`config.mk`:
```
export PLATFORM = sky130hd
export DESIGN_NAME = tah_front
export DESIGN_NICKNAME = d
export VERILOG_FILES = /design/src/sv/tah_pkg.sv /design/src/sv/tah_front.sv
export SDC_FILE = /design/constraint.sdc
export NUM_CORES = 1
export LEC_CHECK = 0
export BUFFER_PORTS_ARGS = -buffer_cell sky130_fd_sc_hd__clkbuf_2
export CORE_ASPECT_RATIO = 0.8
export CORE_MARGIN = 1
export CORE_UTILIZATION = 48
export DETAILED_ROUTE_END_ITERATION = 10
export PLACE_DENSITY = 0.73
export SETUP_SLACK_MARGIN = 0.3
export SYNTH_ARGS = -nofsm -noshare
export SYNTH_HDL_FRONTEND = slang
export SYNTH_SLANG_ARGS = --single-unit
```
`constraint.sdc`:
```
create_clock -name clock -period 3.84 [get_ports clock]
set_clock_uncertainty 0.2 [all_clocks]
set_input_delay 0.192 -clock clock [delete_from_list [all_inputs] [get_ports clock]]
set_output_delay 0.192 -clock clock [all_outputs]
set_load 0.05 [all_outputs]
```
`src/sv/tah_pkg.sv`:
```
// Shared types and constants for the Heron triangle area block.
// Used by tah_front, tah_back and the top level; depends on nothing.
package tah_pkg;

   localparam int SIDE_W = 12;
   localparam int AREA_W = 31;

   typedef struct packed {
      logic [SIDE_W-1:0] side_a;
      logic [SIDE_W-1:0] side_b;
      logic [SIDE_W-1:0] side_c;
   } req_type;

   typedef struct packed {
      logic              is_triangle;
      logic [AREA_W-1:0] area_q8;
   } rsp_type;

endpackage

```
`src/sv/tah_front.sv`:
```
// Front end: checks the triangle inequality and forms the perimeter and the three
// differences of Heron's product, all zero for a non-triangle. Depends on tah_pkg.
module tah_front #(
   parameter int SIDE_BITS = 12
) (
   input  logic                       clock,
   input  logic                       reset,
   input  logic                       in_valid,
   input  tah_pkg::req_type           in_req,
   output logic                       out_valid,
   output logic [4*SIDE_BITS+5:0]     out_data
);

   localparam int S = SIDE_BITS;

   logic [S-1:0] a, b, c;
   logic [S:0]   ab, ac, bc;
   logic         ok;
   logic [S+1:0] sum_in;
   logic [S:0]   da_in, db_in, dc_in;
   logic         valid_ff;
   logic [4*S+5:0] data_ff;

   always_comb begin
      a  = in_req.side_a[S-1:0];
      b  = in_req.side_b[S-1:0];
      c  = in_req.side_c[S-1:0];
      ab = {1'b0, a} + {1'b0, b};
      ac = {1'b0, a} + {1'b0, c};
      bc = {1'b0, b} + {1'b0, c};
      ok = (ab > {1'b0, c}) && (ac > {1'b0, b}) && (bc > {1'b0, a});
      if (ok) begin
         sum_in = {1'b0, ab} + {2'b00, c};
         da_in  = bc - {1'b0, a};
         db_in  = ac - {1'b0, b};
         dc_in  = ab - {1'b0, c};
      end else begin
         sum_in = '0;
         da_in  = '0;
         db_in  = '0;
         dc_in  = '0;
      end
   end

   always_ff @(posedge clock) begin
      if (reset) begin
         valid_ff <= 1'b0;
      end else begin
         valid_ff <= in_valid;
      end
      data_ff <= {ok, sum_in, da_in, db_in, dc_in};
   end

   assign out_valid = valid_ff;
   assign out_data  = data_ff;

endmodule

```
==> flow_metrics.env <==
export IMPL_setup_tns_ns=0
export IMPL_drt_iter0_markers=317
export IMPL_drive_gt1_share_pct=31.80
export IMPL_async_flop_share_pct=0
export IMPL_timing_final_crit_period_ns=3.591
export IMPL_powerDensity_nw_per_um2=546.9
export IMPL_htreeDepth=2
export IMPL_die_area_sq_um=11700
export IMPL_whs_ns=0.1546
export IMPL_cts_buffers=5
export IMPL_ys_warn_count=0
export IMPL_syn_area_per_cell_sq_um=8.362
export IMPL_grt_overflow=0
export IMPL_power_switching_mw=1.902
export IMPL_crit_required_ns=3.89
export IMPL_placementRows=34
export IMPL_period_share_pct=93.52
export IMPL_critPathArrivalTime_ns=3.64
export IMPL_start_util_pct=49.49
export IMPL_diodes=0
export IMPL_hold_violations=0
export IMPL_antenna_left=0
export IMPL_status="completed"
export IMPL_power_switching_share_pct=49.32
export IMPL_power_frac_seq_pct=19.5
export IMPL_path_class="input pin to flop"
export IMPL_synthDistinctLibCells=72
export IMPL_start_kind="input pin"
export IMPL_p_total_mw=3.856
export IMPL_antenna_found_initial=0
export IMPL_worst_slew_pin_slew_ns=0.6399
export IMPL_end_kind="flop"
export IMPL_p_int_mw=1.954
export IMPL_final_common_cell="clkbuf_2"
export IMPL_grt_use_total_pct=23.79
export IMPL_ios=94
export IMPL_mostFrequentLayoutCells="clkbuf_2, ha_1, inv_1"
export IMPL_worst_path_max_fanout=6
export IMPL_ir_worst_vdd_uv=294.5
export IMPL_clk_root_buffer_cell="clkbuf_16"
export IMPL_dr_total_vias=5062
export IMPL_seq_area_frac_synth_pct=19.98
export IMPL_drv_cap=0
export IMPL_dpl_instance_area_sq_um=6359
export IMPL_grt_pass1_vias=4735
export IMPL_worstHoldPathType="input pin to flop"
export IMPL_die_h_microns=96.96
export IMPL_globalplace_congestion=0.9237
export IMPL_rsz0062_at_grt="yes"
export IMPL_grt_max_degree=22
export IMPL_viasPerCell=5.351
export IMPL_routed_wl_mm=14.64
export IMPL_syn_inst=647
export IMPL_clkSlewWorstSetupHoldPaths_ns=0.07
export IMPL_cts_sinks=54
export IMPL_synth_seq_cells=54
export IMPL_fin_area_sq_um=7051
export IMPL_cts_tree="yes"
export IMPL_synth_edf_count=0
export IMPL_ys_flop_type="dfxtp_1"
export IMPL_layout_nets=932
export IMPL_syn_area_sq_um=5410
export IMPL_grt_pass1_wl_mm=22.16
export IMPL_fin_util_pct=64.49
export IMPL_fp_dieW_microns=120.7
export IMPL_setup_viol=0
export IMPL_seq_area_sq_um=1081
export IMPL_place_hpwl_mm=11.35
export IMPL_nFillCells=900
export IMPL_slew_viol_final=0
export IMPL_leakagePower_nw=3.448
export IMPL_drc_errors=0
export IMPL_multi_input_area_sq_um=4240
export IMPL_wl_per_cell_microns=15.48
export IMPL_synth_nets=778
export IMPL_port_buffer_count=93
export IMPL_drtPass1Iterations=5
export IMPL_p_clk_share_pct=12.5
export IMPL_cts_path_max_buffers=2
export IMPL_p_comb_share_pct=68.0
export IMPL_core_area_sq_um=10930
export IMPL_fmax_ghz=0.2785
export IMPL_syn2layout_area_growth_pct=30.32
export IMPL_maxSlewHeadroom_pct=57.14
==> area by class of cell <==
type | count | share of cell area [%]
sequential | 54 | 15.33
inverter | 79 | 4.312
tap | 144 | 2.555
clock inverter | 2 | 0.2484
timing repair buffer | 158 | 15.44
clock buffer | 6 | 1.970
multi-input combinational | 503 | 60.14
==> timing repair <==
item,CTS,global route
buffers inserted,5,4
gates cloned,0,6
hold endpoints to repair,1,0
pin swaps,9,22
setup endpoints to repair,50,53
gates resized for setup,9,68
hold buffers,2,0
==> kinds of logic after synthesis <==
group	after synthesis	share of synthesized area [%]
AO/OA/AOI/OAI	165	22.32
AND/OR/NAND/NOR	180	17.04
flip-flops	54	19.98
buffers and inverters	91	7.770
adder cells (fa/ha/maj)	92	22.25
multiplexers	3	0.6013
XOR/XNOR	62	10.04
==> cell usage after synthesis, drive strengths merged (9+ instances only) <==
library cell | n | area (sq um)
a21o | 21 | 157.7
a21oi | 37 | 200.2
a31oi | 11 | 68.82
buf | 11 | 120.1
dfxtp | 54 | 1081
ha | 85 | 1064
inv | 79 | 296.5
nand2 | 16 | 60.06
nand2b | 14 | 87.58
nand4 | 10 | 62.56
nor2 | 87 | 354.1
nor2b | 9 | 73.83
nor3 | 18 | 105.1
o21a | 11 | 82.58
o21ai | 25 | 125.1
o21bai | 12 | 90.09
xnor2 | 45 | 394.1
xor2 | 17 | 148.9
==> registers in the layout (all words and copies together) (netlist names) <==
name and count:
out_data 53, out_valid 1
==> per-layer routing <==
metal	vias up	global-route usage (%)	share of wire [%]
met5	-	0	0
met4	0	6.363	1.4
met3	18	3.007	3.7
met2	122	38.46	46
met1	2352	33.14	48
li1	2570	-	-
==> final timing paths <==
| path | startpoint | end | slack (ns) | cells after the start |
|---|---|---|---|---|
| max | in_req[16] | out_data[23] | 0.25 | 16 |
| min | in_req[24] | out_data[26] | 0.15 | 4 |
==> power by group through the flow <==
| stage | Clock (mW) | Sequential (mW) | Combinational [mW] |
|---|---|---|---|
| 2_1_floorplan | 0 | 1.31 | 1.23 |
| 3_3_place_gp | 0 | 0.762 | 2.27 |
| 3_5_place_dp | 0 | 0.766 | 2.30 |
| 4_1_cts | 0.500 | 0.755 | 2.33 |
| 5_1_grt | 0.519 | 0.765 | 2.81 |
| 6_report | 0.482 | 0.753 | 2.62 |
==> worst max-delay path, stage by stage <==
cell and delay, ns:
clkbuf_2 0.13, ha_1 0.39, o21a_1 0.22, o21ai_0 0.20, a21oi_2 0.08, o41ai_4 0.35
xnor2_1 0.21, ha_1 0.30, nand3b_4 0.18, nor3_4 0.15, o221ai_2 0.13, and3_4 0.16
o21a_1 0.20, a221o_4 0.44, clkbuf_16 0.21, nor2b_4 0.09
==> stage by stage <==
step / instances / setup slack, ns
2_1_floorplan: 647 / 0.1639
3_3_place_gp: 921 / -0.04768
3_5_place_dp: 921 / -0.1319
4_1_cts: 936 / 0.2619
5_1_grt: 946 / 0.1150
6_report: 946 / 0.2489
(Power assumes the default switching activity.)
