==> config.mk <==
export PLATFORM = sky130hd
export DESIGN_NAME = tah_queue
export DESIGN_NICKNAME = d
export VERILOG_FILES = /design/src/sv/tah_queue.sv
export SDC_FILE = /design/constraint.sdc
export NUM_CORES = 1
export LEC_CHECK = 0
export BUFFER_PORTS_ARGS = -buffer_cell sky130_fd_sc_hd__buf_2
export CAP_MARGIN = 20
export CELL_PAD_IN_SITES_DETAIL_PLACEMENT = 1
export CELL_PAD_IN_SITES_GLOBAL_PLACEMENT = 2
export CORE_UTILIZATION = 35
export CTS_CLUSTER_SIZE = 30
export DETAILED_ROUTE_END_ITERATION = 10
export PLACE_DENSITY = 0.71
export SLEW_MARGIN = 20
export SYNTH_ARGS = -nofsm -noshare
export SYNTH_HDL_FRONTEND = slang
export SYNTH_SLANG_ARGS = --single-unit
==> constraint.sdc <==
create_clock -name clock -period 2.9 [get_ports clock]
set_input_delay 0 -clock clock [delete_from_list [all_inputs] [get_ports clock]]
set_output_delay 0 -clock clock [all_outputs]
set_load 0.01 [all_outputs]
==> src/sv/tah_queue.sv <==
// Two-entry queue between the front end and the arithmetic back end.
// Depends on nothing.
module tah_queue #(
   parameter int DATA_BITS = 54
) (
   input  logic                 clock,
   input  logic                 reset,
   input  logic                 push,
   input  logic [DATA_BITS-1:0] push_data,
   output logic                 full,
   output logic                 out_valid,
   output logic [DATA_BITS-1:0] out_data
);

   logic [DATA_BITS-1:0] mem [0:1];
   logic       wr_ptr_ff, rd_ptr_ff;
   logic [1:0] count_ff;
   logic       pop;
   logic       valid_ff;
   logic [DATA_BITS-1:0] data_ff;

   assign pop = (count_ff != 2'd0);

   always_ff @(posedge clock) begin
      if (reset) begin
         wr_ptr_ff <= 1'b0;
         rd_ptr_ff <= 1'b0;
         count_ff  <= 2'd0;
         valid_ff  <= 1'b0;
      end else begin
         if (push) begin
            wr_ptr_ff <= ~wr_ptr_ff;
         end
         if (pop) begin
            rd_ptr_ff <= ~rd_ptr_ff;
         end
         count_ff <= count_ff + {1'b0, push} - {1'b0, pop};
         valid_ff <= pop;
      end
   end

   always_ff @(posedge clock) begin
      if (push) begin
         mem[wr_ptr_ff] <= push_data;
      end
      data_ff <= mem[rd_ptr_ff];
   end

   assign full      = (count_ff == 2'd2);
   assign out_valid = valid_ff;
   assign out_data  = data_ff;

endmodule

==> out/qor.log, run 1 <==
qor: outcome.run_status finished, violations left
qor: outcome.failed_checks design-rule violations
qor: finish.nNetsFinal 484
qor: finish.fraction_of_final_layout_cells_sized_beyond_drive_strength_1 46.01%
qor: logic_synthesis.number_of_synthesis_warnings 0
qor: cts.cts_htree_levels 4
qor: setup_path.cp_data_arrival_time 1640 ps
qor: timing.finalSetupViolCount 0
qor: global_routing.maximum_number_of_pins_on_one_net_before_global_route_repair 57
qor: cts.tritoncts built
qor: min_path.worstHoldPathType in -> reg
qor: cts.cts-root-buf sky130_fd_sc_hd__clkbuf_16
qor: setup_path.worst-path-max-fanout 54
qor: setup_path.critical_path.cell_chain and2_2, buf_4
qor: timing.period_share 55.21%
qor: route.drt-initial-drc-count 156
qor: logic_synthesis.post_synthesis_share_of_cell_area_spent_on_full_adders_half_adders_and_majority_gates 0.2339%
qor: timing.post-route-worst-setup-slack 1299 ps
qor: job.max-cap-violations 0
qor: cts.clkSlewWorstSetupHoldPaths 60 ps
qor: logic_synthesis.syn-num-nets 301
qor: pwr.pwr-share-clk 41.0%
qor: route.wire_per_inst 15.47 um
qor: route.wirelength 9.638 mm
qor: setup_path.worstPathRequired 2940 ps
qor: floorplan.initial_util 36.40%
qor: global_routing.vias_in_the_first_global_route 2871
qor: floorplan.rows 44
qor: timing.period_needed 1601 ps
qor: logic_synthesis.compound_cell_area_share_of_the_yosys_netlist 0.4210%
qor: setup_path.setup.worst_path.class reg -> reg
qor: pwr.comb_power_share 7.2%
qor: route.drtAntennaViolNets 0
qor: logic_synthesis.synth_area 5350 um2
qor: route.dr.pass1.iters 7
qor: cts.cts.repair_timing.setup_buffer_count 0
qor: logic_synthesis.xor_xnor_portion_of_the_synthesized_cell_area 0.1637%
qor: route.top_layer met4
qor: finish.leading_cell_type_in_the_layout_fill_and_taps_excluded sky130_fd_sc_hd__buf_2
qor: floorplan.fp.coreArea 14700 um2
qor: global_routing.global_route_wire_length_before_repair 14.97 mm
qor: cts.clockBufferDepth 2
qor: logic_synthesis.postSynthRegisterBits 167
qor: setup_path.worst_path_largest_cell_delay 610 ps
qor: floorplan.design.portCount 113
qor: timing.slew_headroom 34.59%
qor: pwr.seqPwrFrac 51.8%
qor: pwr.leakagePower 0.002870 uW
qor: pwr.vdd_ir_drop_max 0.0004143 V
qor: pwr.cell_internal_pwr 4300 uW
qor: logic_synthesis.synthCells 243
qor: logic_synthesis.avgSynthCellArea 22.02 um2
qor: logic_synthesis.synth.area.mux_share 14.03%
qor: timing.timing_max_transition_violations_final 0
qor: route.route.vias.total 2683
qor: pwr.p_switching 1086 uW
qor: logic_synthesis.yosys.area_share.simple 1.310%
qor: setup_path.slowest_stage sky130_fd_sc_hd__buf_4
qor: placement.numPortBuffers 112
qor: logic_synthesis.yosys.cell_types.count 16
qor: pwr.power.share.switching 20.17%
qor: timing.timing.final.hold_violations 0
qor: placement.dp_hpwl 5.692 mm
qor: placement.gpl.final_weighted_congestion 0.6486
qor: route.drt-vias-per-instance 4.307
qor: route.remaining_drc_errors 10
qor: floorplan.fp.dieArea 15780 um2
qor: pwr.cellPowerDensity 742.3 nW/um2
qor: timing.tightestPinTransition 981.2 ps
qor: timing.max_freq 0.6246 GHz
qor: finish.most-common-layout-cells sky130_fd_sc_hd__buf_2 (112), sky130_fd_sc_hd__edfxtp_1 (108), sky130_fd_sc_hd__dfxtp_1 (58), sky130_fd_sc_hd__dlygate4sd3_1 (56), sky130_fd_sc_hd__mux2_4 (38)
qor: global_routing.global_route.overflow_total 0
qor: route.detailroute.wirelength.met2 4.728 mm
qor: route.met3RoutedLength 499 um
qor: logic_synthesis.synth_top_family_by_area multiplexers
qor: finish.fillerInstances 1390
qor: cts.clock-sinks 167
qor: setup_path.endpoint_kind flop
qor: finish.diodes 0
qor: cts.cts.repair.resized 0
qor: timing.rsz0062_at_grt false
qor: setup_path.critical_path.startpoint_type flop
qor: route.wl_met1 4.212 mm
qor: finish.syn2layout_area_growth 35.62%
qor: placement.pre_cts_ws 1284 ps
qor: global_routing.gr-usage-all-layers 13.34%
qor: cts.tritoncts_buffer_count 17
qor: floorplan.die_wd 125.6 um
qor: timing.timing.clock.skew 8.491 ps
qor: timing.setup_tns 0 ps
qor: global_routing.initial_antenna_violation_count 0
qor: cts.skew_pair_late_insertion_delay 420 ps
qor: floorplan.die_y 125.6 um
qor: logic_synthesis.ys_seq_area_share 82.69%
stage by stage:
stage	power (uW)	util [%]	cell area (um2)	cells	hold WS (ps)
6_report	5386	49.36	7256	623	300.7
5_1_grt	5591	49.36	7256	623	295.2
4_1_cts	5463	49.36	7256	623	276.8
3_5_place_dp	3179	41.55	6107	535	193.7
3_3_place_gp	3164	41.55	6107	535	190.3
2_1_floorplan	3011	-	5353	243	69.07
worst paths after layout:
path,start,end,slack [ps],cells after the start
hold reg to reg,mem[1][42]$_DFFE_PP_,out_data[42]$_DFF_P_,460,1
setup reg to reg,wr_ptr_ff$_SDFFE_PP0P_,mem[1][3]$_DFFE_PP_,1300,2
hold / removal,push_data[6],mem[0][6]$_DFFE_PP_,300,2
setup / recovery,wr_ptr_ff$_SDFFE_PP0P_,mem[1][3]$_DFFE_PP_,1300,2
layout make-up:
class | count | area, um2 | area share (%)
clock buffers | 24 | 493.0 | 6.794
clock inverters | 8 | 95.09 | 1.311
repair buffers | 170 | 1136 | 15.66
flip-flops and latches | 167 | 4428 | 61.03
multi-input cells | 70 | 873.3 | 12.04
well taps | 184 | 230.2 | 3.173
Yosys cell counts:
master | number | area (um2)
sky130_fd_sc_hd__a21bo_2 | 1 | 10.01
sky130_fd_sc_hd__a21oi_1 | 1 | 5.000
sky130_fd_sc_hd__and2_1 | 1 | 6.260
sky130_fd_sc_hd__buf_2 | 1 | 5.000
sky130_fd_sc_hd__buf_6 | 5 | 56.30
sky130_fd_sc_hd__dfxtp_1 | 59 | 1181
sky130_fd_sc_hd__edfxtp_1 | 108 | 3243
sky130_fd_sc_hd__ha_1 | 1 | 12.51
sky130_fd_sc_hd__mux2_2 | 16 | 180.2
sky130_fd_sc_hd__mux2_4 | 38 | 570.6
sky130_fd_sc_hd__nand3b_1 | 1 | 7.510
sky130_fd_sc_hd__nor2_1 | 3 | 11.26
sky130_fd_sc_hd__nor2b_1 | 4 | 25.02
sky130_fd_sc_hd__nor3_2 | 2 | 20.02
sky130_fd_sc_hd__o21a_1 | 1 | 7.510
sky130_fd_sc_hd__xnor2_1 | 1 | 8.760
what timing repair did:
action	in CTS	in global routing
endpoints found under the setup margin	0	0
hold buffers	56	0
endpoints found under the hold margin	113	0
registers in the layout, indices dropped and copies added, names as in the netlist:
name,cells
mem,108
out_data,54
wr_ptr_ff,1
out_valid,1
rd_ptr_ff,1
count_ff,2
metal layers:
| layer | up-vias | track usage (%) |
|---|---|---|
| met5 | - | 0 |
| met3 | 16 | 5.055 |
| met1 | 1305 | 15.28 |
| li1 | 1279 | - |
| met4 | 0 | 6.887 |
| met2 | 83 | 21.83 |
worst max-delay path: cells and delay by family (launching register included):
| family | cells | cell delay [ps] |
|---|---|---|
| buffers and inverters | 1 | 610 |
| flip-flops | 1 | 410 |
| AND/OR/NAND/NOR | 1 | 180 |
logic make-up (layout without fill, tap and decap cells):
kind of cell	count (synthesis)	after routing
buffers and inverters	6	202
xor gates and xnor gates	1	1
DFF	167	167
AOI/OAI and AO/OA	3	3
adders and majority gates	1	1
and+or+nand+nor	11	11
muxes	54	54
power by group through the flow:
stage	Clock, uW	Combinational (uW)	Sequential (uW)
final	2210	390	2790
after global routing	2360	423	2810
after CTS	2270	397	2790
after detailed placement	0	336	2840
after global placement	0	329	2840
after floorplan	0	172	2840
(Power assumes the default switching activity.)
==> run 2: changes to the inputs <==
--- a/config.mk
+++ b/config.mk
@@ -12,7 +12,7 @@
 export CORE_UTILIZATION = 35
 export CTS_CLUSTER_SIZE = 30
 export DETAILED_ROUTE_END_ITERATION = 10
-export PLACE_DENSITY = 0.71
+export PLACE_DENSITY = 0.68
 export SLEW_MARGIN = 20
 export SYNTH_ARGS = -nofsm -noshare
 export SYNTH_HDL_FRONTEND = slang
==> constraint.sdc (replaced) <==
create_clock -name clock -period 1.58 [get_ports clock]
set_input_delay 0 -clock clock [delete_from_list [all_inputs] [get_ports clock]]
set_output_delay 0 -clock clock [all_outputs]
set_load 0.01 [all_outputs]
==> out/qor.log, run 2 (synthesis results as in run 1) <==
qor: setup_path.cp_data_arrival_time 1550 ps
qor: timing.finalSetupViolCount 0
qor: floorplan.rows 44
qor: timing.fin_worst_hold_slack 306.2 ps
qor: route.route.vias.total 2694
qor: floorplan.die_y 125.6 um
qor: route.wire_per_inst 14.96 um
qor: timing.period_needed 1247 ps
qor: setup_path.setup.worst_path.class reg -> reg
qor: timing.tightestPinTransition 304.2 ps
qor: global_routing.maximum_number_of_pins_on_one_net_before_global_route_repair 47
qor: timing.timing.final.hold_violations 0
qor: finish.leading_cell_type_in_the_layout_fill_and_taps_excluded sky130_fd_sc_hd__buf_2
qor: placement.dp_hpwl 5.534 mm
qor: setup_path.worst-path-max-fanout 3
qor: finish.syn2layout_area_growth 37.32%
qor: cts.clockBufferDepth 2
qor: cts.clock-sinks 167
qor: timing.period_share 78.91%
qor: timing.timing_max_transition_violations_final 0
qor: global_routing.vias_in_the_first_global_route 2959
qor: route.dr.pass1.iters 7
qor: route.drt-vias-per-instance 4.290
qor: finish.max_reg_flops 108
qor: timing.setup_tns 0 ps
qor: global_routing.gr-usage-all-layers 12.79%
qor: finish.top_register mem
qor: cts.cts_htree_levels 4
qor: cts.tritoncts_buffer_count 17
qor: timing.slew_headroom 79.72%
qor: pwr.cellPowerDensity 1360 nW/um2
qor: global_routing.initial_antenna_violation_count 0
qor: route.remaining_drc_errors 7
qor: setup_path.worst_path_largest_cell_delay 540 ps
qor: floorplan.fp.coreArea 14700 um2
qor: finish.fraction_of_final_layout_cells_sized_beyond_drive_strength_1 46.40%
qor: timing.rsz0062_at_grt false
qor: outcome.run_status finished, violations left
qor: floorplan.fp.dieArea 15780 um2
qor: route.wirelength 9.394 mm
qor: route.drtAntennaViolNets 0
qor: setup_path.slowest_stage sky130_fd_sc_hd__dlygate4sd3_1
qor: setup_path.worstPathRequired 1890 ps
qor: global_routing.global_route_wire_length_before_repair 14.77 mm
qor: floorplan.initial_util 36.40%
qor: timing.max_freq 0.8021 GHz
qor: cts.clkSlewWorstSetupHoldPaths 60 ps
qor: finish.diodes 0
qor: finish.most-common-layout-cells sky130_fd_sc_hd__buf_2 (112), sky130_fd_sc_hd__edfxtp_1 (108), sky130_fd_sc_hd__dfxtp_1 (58), sky130_fd_sc_hd__dlygate4sd3_1 (57), sky130_fd_sc_hd__mux2_4 (38)
qor: setup_path.endpoint_kind flop
qor: route.drt-initial-drc-count 161
qor: setup_path.critical_path.cell_chain xnor2_1, nor2_1, dlygate4sd3_1
qor: cts.cts-root-buf sky130_fd_sc_hd__clkbuf_16
qor: finish.nNetsFinal 489
qor: cts.skew_pair_late_insertion_delay 410 ps
qor: cts.tritoncts built
qor: cts.cts.repair_timing.setup_buffer_count 0
qor: floorplan.design.portCount 113
qor: setup_path.ff2ff_path_depth 3
qor: timing.timing.clock.skew 8.963 ps
qor: outcome.failed_checks design-rule violations
qor: pwr.leakagePower 0.002912 uW
qor: min_path.min_delay_path_depth 2
qor: placement.numPortBuffers 112
qor: pwr.vdd_ir_drop_max 0.0006858 V
qor: placement.gpl.final_weighted_congestion 0.6274
qor: job.max-cap-violations 0
qor: min_path.worstHoldPathType in -> reg
qor: setup_path.critical_path.startpoint_type flop
qor: floorplan.die_wd 125.6 um
qor: global_routing.global_route.overflow_total 0
run 2: cell count changes in the layout (fill, tap and decap cells not counted):
cell	previous run	this run
sky130_fd_sc_hd__buf_4	2	3
sky130_fd_sc_hd__bufinv_16	2	3
sky130_fd_sc_hd__clkinv_1	0	1
sky130_fd_sc_hd__clkbuf_1	4	3
sky130_fd_sc_hd__buf_12	0	3
sky130_fd_sc_hd__clkbuf_16	18	17
sky130_fd_sc_hd__clkbuf_8	2	3
sky130_fd_sc_hd__dlygate4sd3_1	56	57
sky130_fd_sc_hd__clkinv_2	4	3
run 2: metal layers:
| layer | routed length [um] | part of all wire (%) | GRT usage [%] |
|---|---|---|---|
| met1 | 4020 | 43 | 14.35 |
| met2 | 4693 | 50 | 21.60 |
| met3 | 490 | 5.2 | 4.121 |
| met4 | 189 | 2.0 | 7.102 |
| met5 | 0 | 0 | 0 |
run 2: metrics by stage:
stage	cells	cell area, um2	setup slack [ps]	utilization, %	power, uW
2_1_floorplan	243	5359	11.58	-	5525
3_3_place_gp	539	6175	374.5	42.01	5826
3_5_place_dp	539	6175	346.3	42.01	5852
4_1_cts	628	7347	333.7	49.98	10140
5_1_grt	628	7347	276.2	49.98	10380
6_report	628	7347	333.3	49.98	9995
run 2: timing repair:
| action | 4_1_cts | 5_1_grt |
|---|---|---|
| resized for setup | 0 | 0 |
| hold buffers | 57 | 0 |
| endpoints found under the hold margin | 113 | 0 |
run 2: critical path: cells and delay by family, from the launching register on:
kind | cells | cell delay (ps)
buffers and inverters | 1 | 540
AND/OR/NAND/NOR | 1 | 50
flip-flops | 1 | 410
XOR/XNOR | 1 | 140
run 2: area by class of cell:
cell class                 instances  area, um2
fill                            1396       7352
clock buffer                      23      478.0
timing repair buffer             175       1214
tap                              184      230.2
clock inverter                     9      123.9
sequential                       167       4428
multi-input combinational         70      873.3
run 2: final timing paths:
| path | start | endpoint | slack [ps] |
|---|---|---|---|
| worst max register to register | wr_ptr_ff$_SDFFE_PP0P_ | wr_ptr_ff$_SDFFE_PP0P_ | 330 |
| worst max-delay path | wr_ptr_ff$_SDFFE_PP0P_ | wr_ptr_ff$_SDFFE_PP0P_ | 330 |
| worst min register to register | mem[1][21]$_DFFE_PP_ | out_data[21]$_DFF_P_ | 460 |
| worst min-delay path | push_data[5] | mem[1][5]$_DFFE_PP_ | 310 |
run 2: where the power goes:
part / internal [uW] / switching (uW)
combinational: 442 / 352
clock: 2600 / 1540
sequential: 4980 / 81.2
total: 8020 / 1980
